--- src/rtl/pes_pkg.sv ---
package pes_pkg;

  // Shared divider widths
  localparam int NUM_W = 64;
  localparam int DEN_W = 48;

  // Input command codes (s_tuser)
  localparam logic CMD_STEP  = 1'b0;
  localparam logic CMD_RESET = 1'b1;

  // Result status codes (m_tuser)
  localparam logic STATUS_OK      = 1'b0;
  localparam logic STATUS_NO_DIMS = 1'b1;

  // Configuration register indexes
  typedef enum logic [2:0] {
    REG_DITHER_AMPLITUDE = 3'd0,
    REG_DITHER_FREQUENCY = 3'd1,
    REG_INTEGRATOR_GAIN  = 3'd2,
    REG_HIGHPASS_POLE    = 3'd3,
    REG_LOWPASS_POLE     = 3'd4,
    REG_COMPENSATOR_ZERO = 3'd5,
    REG_COMPENSATOR_POLE = 3'd6,
    REG_SAMPLE_PERIOD    = 3'd7
  } reg_idx_t;

  // Fixed-point constants
  localparam logic [34:0] TWO_PI_Q32 = 35'd26986075409;
  localparam logic [63:0] ONE_Q30    = 64'd1073741824;
  localparam logic [63:0] HALF_PI_Q30 = 64'd1686629713;
  localparam logic [63:0] COEF_LIMIT = 64'd1073741824;

endpackage

--- src/rtl/pes_div.sv ---
module pes_div (
  input  logic                          clk,
  input  logic                          rst,
  input  logic                          start,
  input  logic [pes_pkg::NUM_W-1:0]     num,
  input  logic [pes_pkg::DEN_W-1:0]     den,
  output logic                          busy,
  output logic [pes_pkg::NUM_W-1:0]     quo,
  output logic [pes_pkg::DEN_W-1:0]     rem
);

  localparam int CNT_W = $clog2(pes_pkg::NUM_W);

  logic [CNT_W-1:0]            cnt;
  logic [pes_pkg::NUM_W-1:0]   work;
  logic [pes_pkg::DEN_W-1:0]   remr;
  logic [pes_pkg::DEN_W-1:0]   den_r;
  logic [pes_pkg::DEN_W:0]     shifted;
  logic                        fits;

  // Restoring step: shift in next dividend bit, subtract when it fits
  assign shifted = {remr, work[pes_pkg::NUM_W-1]};
  assign fits    = shifted >= {1'b0, den_r};

  always_ff @(posedge clk) begin
    if (rst) begin
      busy <= 1'b0;
      cnt  <= '0;
    end else if (start) begin
      busy  <= 1'b1;
      cnt   <= '0;
      work  <= num;
      remr  <= '0;
      den_r <= den;
    end else if (busy) begin
      remr <= fits ? pes_pkg::DEN_W'(shifted - {1'b0, den_r})
                   : shifted[pes_pkg::DEN_W-1:0];
      work <= {work[pes_pkg::NUM_W-2:0], fits};
      cnt  <= cnt + 1'b1;
      if (cnt == CNT_W'(pes_pkg::NUM_W - 1)) begin
        busy <= 1'b0;
      end
    end
  end

  assign quo = work;
  assign rem = remr;

endmodule

--- config.mk ---
export PLATFORM = sky130hd
export DESIGN_NAME = pes_div
export DESIGN_NICKNAME = d
export VERILOG_FILES = /design/src/rtl/pes_pkg.sv /design/src/rtl/pes_div.sv
export SDC_FILE = /design/constraint.sdc
export NUM_CORES = 1
export LEC_CHECK = 0
export BUFFER_PORTS_ARGS = -buffer_cell sky130_fd_sc_hd__buf_2
export CAP_MARGIN = 40
export CORE_MARGIN = 2
export CORE_UTILIZATION = 55
export DETAILED_ROUTE_END_ITERATION = 6
export GPL_TIMING_DRIVEN = 0
export PLACE_DENSITY = 0.93
export SKIP_LAST_GASP = 1
export SYNTH_ARGS = -nofsm -noshare
export SYNTH_HDL_FRONTEND = slang
export SYNTH_SLANG_ARGS = --single-unit
--- constraint.sdc ---
create_clock -name clk -period 6.97 [get_ports clk]
set_input_delay 0.3485 -clock clk [delete_from_list [all_inputs] [get_ports clk]]
set_output_delay 0.3485 -clock clk [all_outputs]
set_load 0.01 [all_outputs]
---- After elaboration in Yosys (flattened, before gate mapping) ----
Cells that the tools add are included.
cells by class
  add/subtract/negate cells ............... 2
  magnitude comparators ................... 1
  equality and inequality tests ........... 1
  mux-type cells .......................... 7
  bitwise logic cells ..................... 1
  reduce and logical (&&, ||, !) cells .... 4
operators by type and width
  cell                                                            number
  64-bit two-way mux                                              2
  48-bit two-way mux                                              2
  49-bit by 48-bit >= comparator with 1-bit output                1
  48-bit subtractor                                               1
  6-bit by 1-bit adder with 6-bit output (second input constant)  1
  6-bit == test (second input constant)                           1
  2-bit AND reduction                                             2
  1-bit two-way mux                                               3
  2-bit nonzero test                                              1
  2-bit OR reduction                                              1
  1-bit NOT                                                       1
storage, ports and cells
  register bits ........................... 167
  input bits .............................. 115
  output and inout bits ................... 113
  word-level logic and storage cells ...... 21

---- Logic depth before layout (Yosys ltp) ----
Gate-level depths: netlist of the first run.
  depth in word-level cells ............... 4
  mapped depth ............................ 14
  mapped depth without buffers ............ 12

---- Worst setup path before layout of the first run ----
OpenSTA, ideal clock, no wires.
  path kind ............................... input to register
  start ................................... input port start
  end ..................................... register busy
  library setup time ...................... 0.078 ns
  data arrival time ....................... 6.153 ns
  data required time ...................... 6.892 ns
  setup slack ............................. 0.739 ns
  cell stages on the path ................. 5
  path buffers ............................ 2
  cell sequence ........................... clkbuf_1 > clkbuf_1 > nor2_1 > nor2_1 > o31a_1
between the ends
  word-level cells in the longest chain between the ends .. 1
ends and longest elaborated chain
  what                  line           text
  from (decl)           pes_div.sv:4   input logic start,
  1-bit two-way mux     pes_div.sv:29  end else if (start) begin
  to (signal assigned)  pes_div.sv:27  busy <= 1'b0;
  to (signal assigned)  pes_div.sv:30  busy <= 1'b1;
  to (signal assigned)  pes_div.sv:41  busy <= 1'b0;
  to (decl)             pes_div.sv:7   output logic busy,
No other way between the ends.
A chain may end at the register's enable or synchronous reset.

---- Worst setup path in the final report of the first run ----
  start ................................... register remr, in the netlist rem[6]
  end ..................................... register remr, in the netlist rem[24], data pin
between the ends
  word-level cells in the longest chain between the ends .. 3
  elaborated cells between the ends (all ways) .. 4
  classes of those cells .................. 1 x add/sub; 1 x order compare; 2 x mux
ends and longest elaborated chain
  what                                                                                   line                          text
  from (decl)                                                                            pes_div.sv:16                 logic [pes_pkg::DEN_W-1:0] remr;
  from (signal assigned)                                                                 pes_div.sv:36                 remr <= fits ? pes_pkg::DEN_W'(shifted - {1'b0, den_r})
  48-bit subtractor or 49-bit by 48-bit >= comparator with 1-bit output (tied branches)  pes_div.sv:36, pes_div.sv:23
  48-bit two-way mux (*)                                                                 pes_div.sv:36
  48-bit two-way mux (*)                                                                 pes_div.sv:35                 end else if (busy) begin
Mark *: on every way between the ends. The rest lies on a longest branch, timed or not. The select of a mux whose other input is x is not followed.

==> results of run 1 <==
[cell type report]
class,count,area (sq um),share of cell area [%]
clock buffer,19,432.9,3.675
multi-input combinational,612,4297,36.47
clock inverter,13,157.7,1.338
buffer,48,207.7,1.763
timing repair buffer,231,1246,10.58
inverter,57,214.0,1.816
sequential,167,4945,41.97
tap,225,281.5,2.390
[worst paths after layout]
path         startpoint         to  cells after the start
max              rem[6]    rem[24]                     13
min             den[10]  den_r[10]                      1
max reg2reg      rem[6]    rem[24]                     13
min reg2reg      cnt[5]     cnt[5]                      2
[metal layers]
layer  GRT usage (%)  up-vias
met3           8.576       75
met2           51.06      368
met4           10.47        4
met5               0        -
li1                -     3751
met1           32.70     3749
[registers in the layout, indices dropped and copies added, names as in the netlist]
signal / count
busy: 1
cnt: 6
den_r: 48
quo: 64
rem: 48
[power by group through the flow]
stage / clock, mW / combinational (mW) / sequential (mW)
final: 0.964 / 0.818 / 1.25
after global routing: 1.01 / 0.898 / 1.26
after CTS: 0.976 / 0.810 / 1.25
after detailed placement: 0 / 0.801 / 1.27
after global placement: 0 / 0.768 / 1.28
after floorplan: 0 / 0.528 / 1.30
[synth_stat cells, drive strengths merged, types with 10 or more instances]
library cell,n,area [sq um]
nand2,103,386.6
a211oi,14,105.1
buf,14,80.07
inv,57,214.0
a21o,20,150.1
xnor2,26,227.7
ha,49,613.1
mux2,63,709.4
nand4,22,143.9
xor2,19,166.4
nor2b,13,81.33
nor3,10,50.05
nand3,12,60.06
nor2,45,173.9
clkbuf,34,127.6
edfxtp,160,4805
o21ai,28,140.1
a21oi,81,409.1
[cells by family (layout without fill, tap and decap cells)]
| logic type | after synthesis | in the layout | share of synthesized area [%] |
|---|---|---|---|
| xor+xnor | 45 | 45 | 4.085 |
| compound gates | 210 | 210 | 13.95 |
| flops | 167 | 167 | 51.25 |
| fa+ha+maj | 50 | 50 | 6.562 |
| simple gates | 241 | 241 | 12.11 |
| buf+inv | 105 | 368 | 4.370 |
| mux | 66 | 66 | 7.664 |
[per-stage QoR]
| stage | TNS (ns) | utilization [%] | total power [mW] |
|---|---|---|---|
| 5_1_grt | 0 | 68.35 | 3.172 |
| 4_1_cts | 0 | 68.35 | 3.040 |
| 3_5_place_dp | 0 | 64.92 | 2.074 |
| 6_report | 0 | 68.35 | 3.035 |
| 2_1_floorplan | 0 | - | 1.824 |
| 3_3_place_gp | -203.51 | 64.17 | 2.048 |
[cells in the final DEF (no fill, tap or decap), types with 4 or more instances in the layout]
cell                        Yosys  layout
sky130_fd_sc_hd__nand3_1       12      12
sky130_fd_sc_hd__o21bai_1       5       5
sky130_fd_sc_hd__or3_1          5       5
sky130_fd_sc_hd__nand4_1       21      21
sky130_fd_sc_hd__a21o_1        20      20
sky130_fd_sc_hd__o2111ai_1      4       4
sky130_fd_sc_hd__o21a_1         8       8
sky130_fd_sc_hd__xnor2_1       26      26
sky130_fd_sc_hd__nand2b_1       4       4
sky130_fd_sc_hd__buf_2          7     233
sky130_fd_sc_hd__a211oi_1      14      14
sky130_fd_sc_hd__nand2_1      103     103
sky130_fd_sc_hd__mux2_2        63      63
sky130_fd_sc_hd__clkbuf_1      34      36
sky130_fd_sc_hd__nor3_1        10      10
sky130_fd_sc_hd__xor2_1        19      19
sky130_fd_sc_hd__a31oi_1        8       8
sky130_fd_sc_hd__inv_6          0       7
sky130_fd_sc_hd__nor2b_1       13      12
sky130_fd_sc_hd__and2_1         5       5
sky130_fd_sc_hd__dfxtp_1        7       7
sky130_fd_sc_hd__o31a_1         4       4
sky130_fd_sc_hd__clkbuf_16      0      17
sky130_fd_sc_hd__edfxtp_1     160     160
sky130_fd_sc_hd__a21oi_1       80      80
sky130_fd_sc_hd__ha_1          49      49
sky130_fd_sc_hd__nor2_1        43      42
sky130_fd_sc_hd__inv_1         57      57
sky130_fd_sc_hd__a22o_1         7       7
sky130_fd_sc_hd__o21ai_0       25      25
[worst max-delay path, cell delays in order (launching register included)]
cell and delay, ns:
sky130_fd_sc_hd__edfxtp_1 0.43, sky130_fd_sc_hd__ha_1 0.31, sky130_fd_sc_hd__clkbuf_1 0.20, sky130_fd_sc_hd__and2_1 0.21, sky130_fd_sc_hd__a21boi_1 0.24, sky130_fd_sc_hd__nand4b_1 0.17, sky130_fd_sc_hd__a21o_1 0.23, sky130_fd_sc_hd__or3_1 0.42
sky130_fd_sc_hd__a21oi_2 0.38, sky130_fd_sc_hd__o31ai_2 0.14, sky130_fd_sc_hd__buf_2 0.26, sky130_fd_sc_hd__buf_2 0.24, sky130_fd_sc_hd__nand2_1 0.10, sky130_fd_sc_hd__a21oi_1 0.08
==> impl_results.html, run 1 <==
<table>
<tr><th>Metric</th><th>Value</th></tr>
<tr><th colspan="2">Run status</th></tr>
<tr><td>Run status</td><td>completed</td></tr>
<tr><th colspan="2">Floorplanning</th></tr>
<tr><td>Area of the die</td><td>~19000 sq um</td></tr>
<tr><td>Die X</td><td>136.4 microns</td></tr>
<tr><td>Vertical die dimension</td><td>~140 microns</td></tr>
<tr><td>Effective utilization at floorplan</td><td>55.97%</td></tr>
<tr><td>Number of placed I/O pins</td><td>~230</td></tr>
<tr><td>Row count</td><td>48</td></tr>
<tr><td>Core region area</td><td>17240 sq um</td></tr>
<tr><th colspan="2">Yosys</th></tr>
<tr><td>Flop and latch count out of synthesis</td><td>167</td></tr>
<tr><td>Post-synthesis net count</td><td>1049</td></tr>
<tr><td>Synthesized area per cell</td><td>about 11 sq um</td></tr>
<tr><td>Cells after synthesis</td><td>884</td></tr>
<tr><td>Share of async-settable or async-resettable flops after synthesis</td><td>0%</td></tr>
<tr><td>Number of library cell types mapped by synthesis</td><td>around 70</td></tr>
<tr><td>Sequential-to-total area share from yosys stat</td><td>51.25%</td></tr>
<tr><td>EDFF count, synth</td><td>160</td></tr>
<tr><td>Leading register cell type out of synthesis</td><td>sky130_fd_sc_hd__edfxtp_1</td></tr>
<tr><td>Warning count from the yosys run</td><td>0</td></tr>
<tr><td>Post-Synthesis Cell Area</td><td>9648 sq um</td></tr>
<tr><th colspan="2">Cells and area</th></tr>
<tr><td>Share of cells above drive strength 1</td><td>30.69%</td></tr>
<tr><td>Net total in the final layout</td><td>1299</td></tr>
<tr><td>Antenna diode instance count</td><td>0</td></tr>
<tr><td>Non-Filler Cell Area, Final</td><td>11780 sq um</td></tr>
<tr><td>Finished Layout Cells</td><td>1372</td></tr>
<tr><td>Fill cell total of the finished layout</td><td>1304</td></tr>
<tr><td>Area added between synthesis and finish</td><td>22.11%</td></tr>
<tr><th colspan="2">Critical path</th></tr>
<tr><td>Path type of the worst setup path</td><td>register to register</td></tr>
<tr><td>Largest fanout on the critical path</td><td>10</td></tr>
<tr><td>Startpoint types</td><td>register</td></tr>
<tr><td>Element type at the critical path end</td><td>register</td></tr>
<tr><td>Data arrival time of the critical path</td><td>around 3.8 ns</td></tr>
<tr><td>Required time reported for the critical path endpoint</td><td>about 7 ns</td></tr>
<tr><td>Minimum setup slack among reg-to-reg paths</td><td>3.28 ns</td></tr>
<tr><th colspan="2">Detailed routing</th></tr>
<tr><td>Total detailed-routing wirelength</td><td>26260 microns</td></tr>
<tr><td>Routed wire length on met3</td><td>2054 microns</td></tr>
<tr><td>Highest metal layer with signal wires</td><td>met5</td></tr>
<tr><td>Average vias per placed instance</td><td>5.792</td></tr>
<tr><td>DRC violation total after the first TritonRoute iteration</td><td>424</td></tr>
<tr><td>Vias</td><td>7947</td></tr>
<tr><td>WL met1</td><td>9900 microns</td></tr>
<tr><td>Count of antenna-violating nets left after detailed routing</td><td>0</td></tr>
<tr><td>Iteration count of the initial detailed-routing pass</td><td>5</td></tr>
<tr><td>Sum of met2 wire segment lengths after detailed routing</td><td>13390 microns</td></tr>
<tr><td>Number of DRC violations after detailed routing</td><td>0</td></tr>
<tr><td>Average wire length per cell after detail routing</td><td>19.14 microns</td></tr>
<tr><th colspan="2">STA</th></tr>
<tr><td>Final Hold Slack</td><td>0.08411 ns</td></tr>
<tr><td>Worst slew pin tran</td><td>between 0.7 and 0.8 ns</td></tr>
<tr><td>Setup WS post-layout</td><td>3.279 ns</td></tr>
<tr><td>Maximum frequency from static timing analysis</td><td>270.9 MHz</td></tr>
<tr><td>RSZ-0062 raised after global routing</td><td>no</td></tr>
<tr><td>Total setup violations reported at the end of the flow</td><td>0</td></tr>
<tr><td>Count of final hold-check violations</td><td>0</td></tr>
<tr><td>Worst Clk Skew</td><td>about 0.013 ns</td></tr>
<tr><td>Pins Over Slew Limit</td><td>0</td></tr>
<tr><td>Final clock period utilization by the worst path</td><td>between 50% and 60%</td></tr>
<tr><td>Final critical delay including setup and external delays</td><td>roughly 3.7 ns</td></tr>
<tr><td>Max-slew headroom at the worst pin</td><td>48.50%</td></tr>
<tr><th colspan="2">Pwr</th></tr>
<tr><td>Leakage power of the design</td><td>4.952 nW</td></tr>
<tr><td>Switching Power</td><td>around 960 uW</td></tr>
<tr><td>Switching Fraction</td><td>31.56%</td></tr>
<tr><td>Power share of the clock group</td><td>31.8%</td></tr>
<tr><td>Highest ir drop seen on vdd</td><td>187.2 uV</td></tr>
<tr><td>Flop pwr share</td><td>between 40% and 50%</td></tr>
<tr><td>Cell internal power dissipation</td><td>~2.1 mW</td></tr>
<tr><td>Combinational fraction of design power</td><td>26.9%</td></tr>
<tr><td>Total power density per cell area</td><td>257.6 nW/um^2</td></tr>
<tr><th colspan="2">Global route</th></tr>
<tr><td>Overall fraction of global-route tracks in use</td><td>28.75%</td></tr>
<tr><td>Global-route wire length before repair</td><td>40790 microns</td></tr>
<tr><td>Via count of the first global-routing pass</td><td>8033</td></tr>
<tr><td>Antenna violations before repair</td><td>3</td></tr>
<tr><td>GRT Residual Overflow</td><td>0</td></tr>
<tr><td>Pin count of the biggest net entering global routing</td><td>32</td></tr>
<tr><th colspan="2">Place</th></tr>
<tr><td>Total of buffers placed on input and output ports</td><td>approximately 230</td></tr>
<tr><td>Half-perimeter wire length after placement</td><td>19910 microns</td></tr>
<tr><td>Post-place setup slack</td><td>3.412 ns</td></tr>
<tr><td>Number of instances in the placed design</td><td>1340</td></tr>
<tr><td>Final weighted congestion of routability-driven global placement</td><td>0.9322</td></tr>
<tr><td>Cell Area, Placed</td><td>11190 sq um</td></tr>
<tr><th colspan="2">Clock network</th></tr>
<tr><td>Worst-Skew Late Latency</td><td>0.44 ns</td></tr>
<tr><td>H-Tree Level Count</td><td>4</td></tr>
<tr><td>Cts repair resizes</td><td>0</td></tr>
<tr><td>CTS Root Buffer Type</td><td>sky130_fd_sc_hd__clkbuf_16</td></tr>
<tr><td>Number of clock sinks</td><td>167</td></tr>
<tr><td>Number of clock buffers inserted by TritonCTS</td><td>17</td></tr>
<tr><td>CTS Hold Buffers Added</td><td>0</td></tr>
<tr><td>Clock edge transition at the registers on the reported setup and hold paths</td><td>0.07 ns</td></tr>
<tr><td>Number of buffers on the longest clock path</td><td>2</td></tr>
<tr><td>CTS tree</td><td>done</td></tr>
<tr><td>Number of buffers inserted by post-CTS setup repair</td><td>0</td></tr>
<tr><th colspan="2">Hold path</th></tr>
<tr><td>Worst min-delay path category</td><td>input pin to register</td></tr>
<tr><th colspan="2">Run</th></tr>
<tr><td>Max capacitance violation total</td><td>0</td></tr>
</table>
Power figures use the tool's default switching activity.
==> inputs of run 2 (changes only) <==
- CORE_UTILIZATION: 55 -> 49
- PLACE_DENSITY: 0.93 -> 0.89
- clock period: 6.97 -> 3.1 ns (I/O delays scaled with it)
==> impl_results.html, run 2 (synthesis gave the netlist of run 1 again) <==
<table>
<tr><th>Metric</th><th>Value</th></tr>
<tr><th colspan="2">Detailed routing</th></tr>
<tr><td>Iteration count of the initial detailed-routing pass</td><td>5</td></tr>
<tr><td>Vias</td><td>8252</td></tr>
<tr><td>Total detailed-routing wirelength</td><td>around 28000 microns</td></tr>
<tr><td>DRC violation total after the first TritonRoute iteration</td><td>578</td></tr>
<tr><td>Number of DRC violations after detailed routing</td><td>0</td></tr>
<tr><td>Count of antenna-violating nets left after detailed routing</td><td>0</td></tr>
<tr><td>Average vias per placed instance</td><td>5.572</td></tr>
<tr><td>Average wire length per cell after detail routing</td><td>19.07 microns</td></tr>
<tr><th colspan="2">Clock network</th></tr>
<tr><td>Number of buffers on the longest clock path</td><td>2</td></tr>
<tr><td>CTS Root Buffer Type</td><td>sky130_fd_sc_hd__clkbuf_16</td></tr>
<tr><td>CTS tree</td><td>done</td></tr>
<tr><td>Worst-Skew Late Latency</td><td>0.45 ns</td></tr>
<tr><td>H-Tree Level Count</td><td>4</td></tr>
<tr><td>Clock edge transition at the registers on the reported setup and hold paths</td><td>0.09 ns</td></tr>
<tr><td>Number of clock sinks</td><td>167</td></tr>
<tr><td>Number of clock buffers inserted by TritonCTS</td><td>17</td></tr>
<tr><th colspan="2">Critical path</th></tr>
<tr><td>Top Family by Delay on Critical Path</td><td>compound AO/OA/AOI/OAI gates</td></tr>
<tr><td>Buf+Inv Stages, Crit Path</td><td>1</td></tr>
<tr><td>Required time reported for the critical path endpoint</td><td>3.29 ns</td></tr>
<tr><td>Worst Reg2Reg Path Length in Cells</td><td>11</td></tr>
<tr><td>CP cell instances</td><td>ha_1, and2_1, nand3_1, a21oi_1, a21o_1, or3_4, a21oi_4, o31a_1, buf_6, nor2_4, a32o_1</td></tr>
<tr><td>Total number of cells along the worst setup path</td><td>11</td></tr>
<tr><td>Element type at the critical path end</td><td>register</td></tr>
<tr><td>Startpoint types</td><td>register</td></tr>
<tr><td>Path type of the worst setup path</td><td>register to register</td></tr>
<tr><td>Slowest cell delay on critical path</td><td>0.44 ns</td></tr>
<tr><td>Data arrival time of the critical path</td><td>3.26 ns</td></tr>
<tr><td>Master of the slowest instance on the critical path</td><td>sky130_fd_sc_hd__or3_4</td></tr>
<tr><td>Largest fanout on the critical path</td><td>8</td></tr>
<tr><th colspan="2">STA</th></tr>
<tr><td>Total setup violations reported at the end of the flow</td><td>0</td></tr>
<tr><td>Count of final hold-check violations</td><td>0</td></tr>
<tr><td>Max-slew headroom at the worst pin</td><td>between 40 and 50%</td></tr>
<tr><td>Final critical delay including setup and external delays</td><td>around 3 ns</td></tr>
<tr><td>Final clock period utilization by the worst path</td><td>98.78%</td></tr>
<tr><td>Worst slew pin tran</td><td>approximately 0.79 ns</td></tr>
<tr><td>RSZ-0062 raised after global routing</td><td>yes</td></tr>
<tr><td>Final Hold Slack</td><td>0.008584 ns</td></tr>
<tr><td>Setup TNS Final</td><td>0 ns</td></tr>
<tr><td>Worst Clk Skew</td><td>0.01583 ns</td></tr>
<tr><td>Pins Over Slew Limit</td><td>0</td></tr>
<tr><td>Maximum frequency from static timing analysis</td><td>326.6 MHz</td></tr>
<tr><th colspan="2">Place</th></tr>
<tr><td>Total of buffers placed on input and output ports</td><td>approximately 230</td></tr>
<tr><td>Half-perimeter wire length after placement</td><td>slightly below 20000 microns</td></tr>
<tr><td>Final weighted congestion of routability-driven global placement</td><td>0.8821</td></tr>
<tr><td>Cell Area, Placed</td><td>11230 sq um</td></tr>
<tr><th colspan="2">Cells and area</th></tr>
<tr><td>Non-Filler Cell Area, Final</td><td>between 10000 and 15000 sq um</td></tr>
<tr><td>Area added between synthesis and finish</td><td>34.51%</td></tr>
<tr><td>Antenna diode instance count</td><td>0</td></tr>
<tr><td>Share of cells above drive strength 1</td><td>35.69%</td></tr>
<tr><td>Most common cell after layout, fill and taps aside</td><td>sky130_fd_sc_hd__buf_2</td></tr>
<tr><td>Util after Layout</td><td>66.90%</td></tr>
<tr><td>Net total in the final layout</td><td>1368</td></tr>
<tr><td>Max FFs per register</td><td>64</td></tr>
<tr><td>Highest-count cells in the layout ignoring fill and taps</td><td>sky130_fd_sc_hd__buf_2 (230), sky130_fd_sc_hd__edfxtp_1 (160), sky130_fd_sc_hd__nand2_1 (99), sky130_fd_sc_hd__a21oi_1 (72), sky130_fd_sc_hd__dlygate4sd3_1 (65)</td></tr>
<tr><th colspan="2">Floorplanning</th></tr>
<tr><td>Core region area</td><td>19400 sq um</td></tr>
<tr><td>Row count</td><td>between 50 and 60</td></tr>
<tr><td>Number of placed I/O pins</td><td>between 200 and 250</td></tr>
<tr><td>Effective utilization at floorplan</td><td>49.74%</td></tr>
<tr><td>Die X</td><td>approximately 140 microns</td></tr>
<tr><td>Vertical die dimension</td><td>between 100 and 150 microns</td></tr>
<tr><td>Area of the die</td><td>~21000 sq um</td></tr>
<tr><th colspan="2">Pwr</th></tr>
<tr><td>Switching Fraction</td><td>approximately a third</td></tr>
<tr><td>Flop pwr share</td><td>39.4%</td></tr>
<tr><td>Cell internal power dissipation</td><td>4.743 mW</td></tr>
<tr><td>Total power density per cell area</td><td>roughly 550 nW/um^2</td></tr>
<tr><td>Pwr Total</td><td>7.156 mW</td></tr>
<tr><td>Power share of the clock group</td><td>between 30% and 40%</td></tr>
<tr><td>Leakage power of the design</td><td>5.341 nW</td></tr>
<tr><td>Highest ir drop seen on vdd</td><td>301.5 uV</td></tr>
<tr><td>Combinational fraction of design power</td><td>29.6%</td></tr>
<tr><td>Switching Power</td><td>~2.4 mW</td></tr>
<tr><th colspan="2">Global route</th></tr>
<tr><td>Pin count of the biggest net entering global routing</td><td>33</td></tr>
<tr><td>Overall fraction of global-route tracks in use</td><td>about a quarter</td></tr>
<tr><td>Via count of the first global-routing pass</td><td>just over 8000</td></tr>
<tr><td>Global-route wire length before repair</td><td>between 40000 and 50000 microns</td></tr>
<tr><td>GRT Residual Overflow</td><td>0</td></tr>
<tr><td>Antenna violations before repair</td><td>1</td></tr>
<tr><th colspan="2">Run status</th></tr>
<tr><td>Run status</td><td>completed</td></tr>
<tr><th colspan="2">Hold path</th></tr>
<tr><td>Worst min-delay path category</td><td>input pin to register</td></tr>
<tr><td>Hold Path Stages</td><td>2</td></tr>
<tr><th colspan="2">Run</th></tr>
<tr><td>Max capacitance violation total</td><td>0</td></tr>
</table>
run 2: final cells by class:
class / count / area (sq um)
Buffer: 31 / 175.2
Fill cell: 1493 / 6421
Clock inverter: 15 / 200.2
Timing Repair Buffer: 317 / 2041
Tap cell: 265 / 331.6
Multi-Input combinational cell: 612 / 4646
Sequential cell: 167 / 4945
Inverter: 57 / 214.0
Clock buffer: 17 / 425.4
run 2: power groups by stage:
| stage | logic (mW) | clock network (mW) | registers, mW |
|---|---|---|---|
| floorplan | 1.19 | 0 | 2.90 |
| global placement | 1.74 | 0 | 2.86 |
| detailed placement | 1.80 | 0 | 2.86 |
| CTS | 1.94 | 2.25 | 2.81 |
| global route | 2.30 | 2.34 | 2.84 |
| finish | 2.12 | 2.22 | 2.82 |
run 2: per-layer routing:
metal	GRT usage [%]	up-vias	routed length, microns
met5	0	-	0
met4	7.154	0	546
met3	6.887	40	2056
met2	47.99	366	14660
met1	31.48	3962	10980
li1	-	3884	-
run 2: path summary, 6_finish.rpt:
kind         slack [ns]     from  endpoint
max                0.04   rem[9]   rem[35]
max reg2reg        0.04   rem[9]   rem[35]
min               0.009  num[47]   quo[47]
min reg2reg        0.51   cnt[5]    cnt[5]
run 2: metrics by stage:
| stage | setup slack, ns | cells |
|---|---|---|
| after floorplan | 0.09977 | 884 |
| after global placement | -1.023 | 1375 |
| after detailed placement | -0.4980 | 1380 |
| after CTS | -0.003430 | 1475 |
| after global routing | -0.08372 | 1481 |
| final | 0.03774 | 1481 |
run 2: worst reg2reg max path, stage by stage, from the launching register on:
cell and delay (ns):
sky130_fd_sc_hd__edfxtp_1 0.43, sky130_fd_sc_hd__ha_1 0.41, sky130_fd_sc_hd__and2_1 0.23, sky130_fd_sc_hd__nand3_1 0.10, sky130_fd_sc_hd__a21oi_1 0.05, sky130_fd_sc_hd__a21o_1 0.21, sky130_fd_sc_hd__or3_4 0.44, sky130_fd_sc_hd__a21oi_4 0.25
sky130_fd_sc_hd__o31a_1 0.20, sky130_fd_sc_hd__buf_6 0.16, sky130_fd_sc_hd__nor2_4 0.08, sky130_fd_sc_hd__a32o_1 0.26
run 2: what timing repair did:
item	4_1_cts	5_1_grt
hold buffers	62	3
setup buffers	5	15
hold endpoints to repair	62	3
gates cloned	0	1
pin swaps	6	19
endpoints found under the setup margin	49	49
resized for setup	22	69
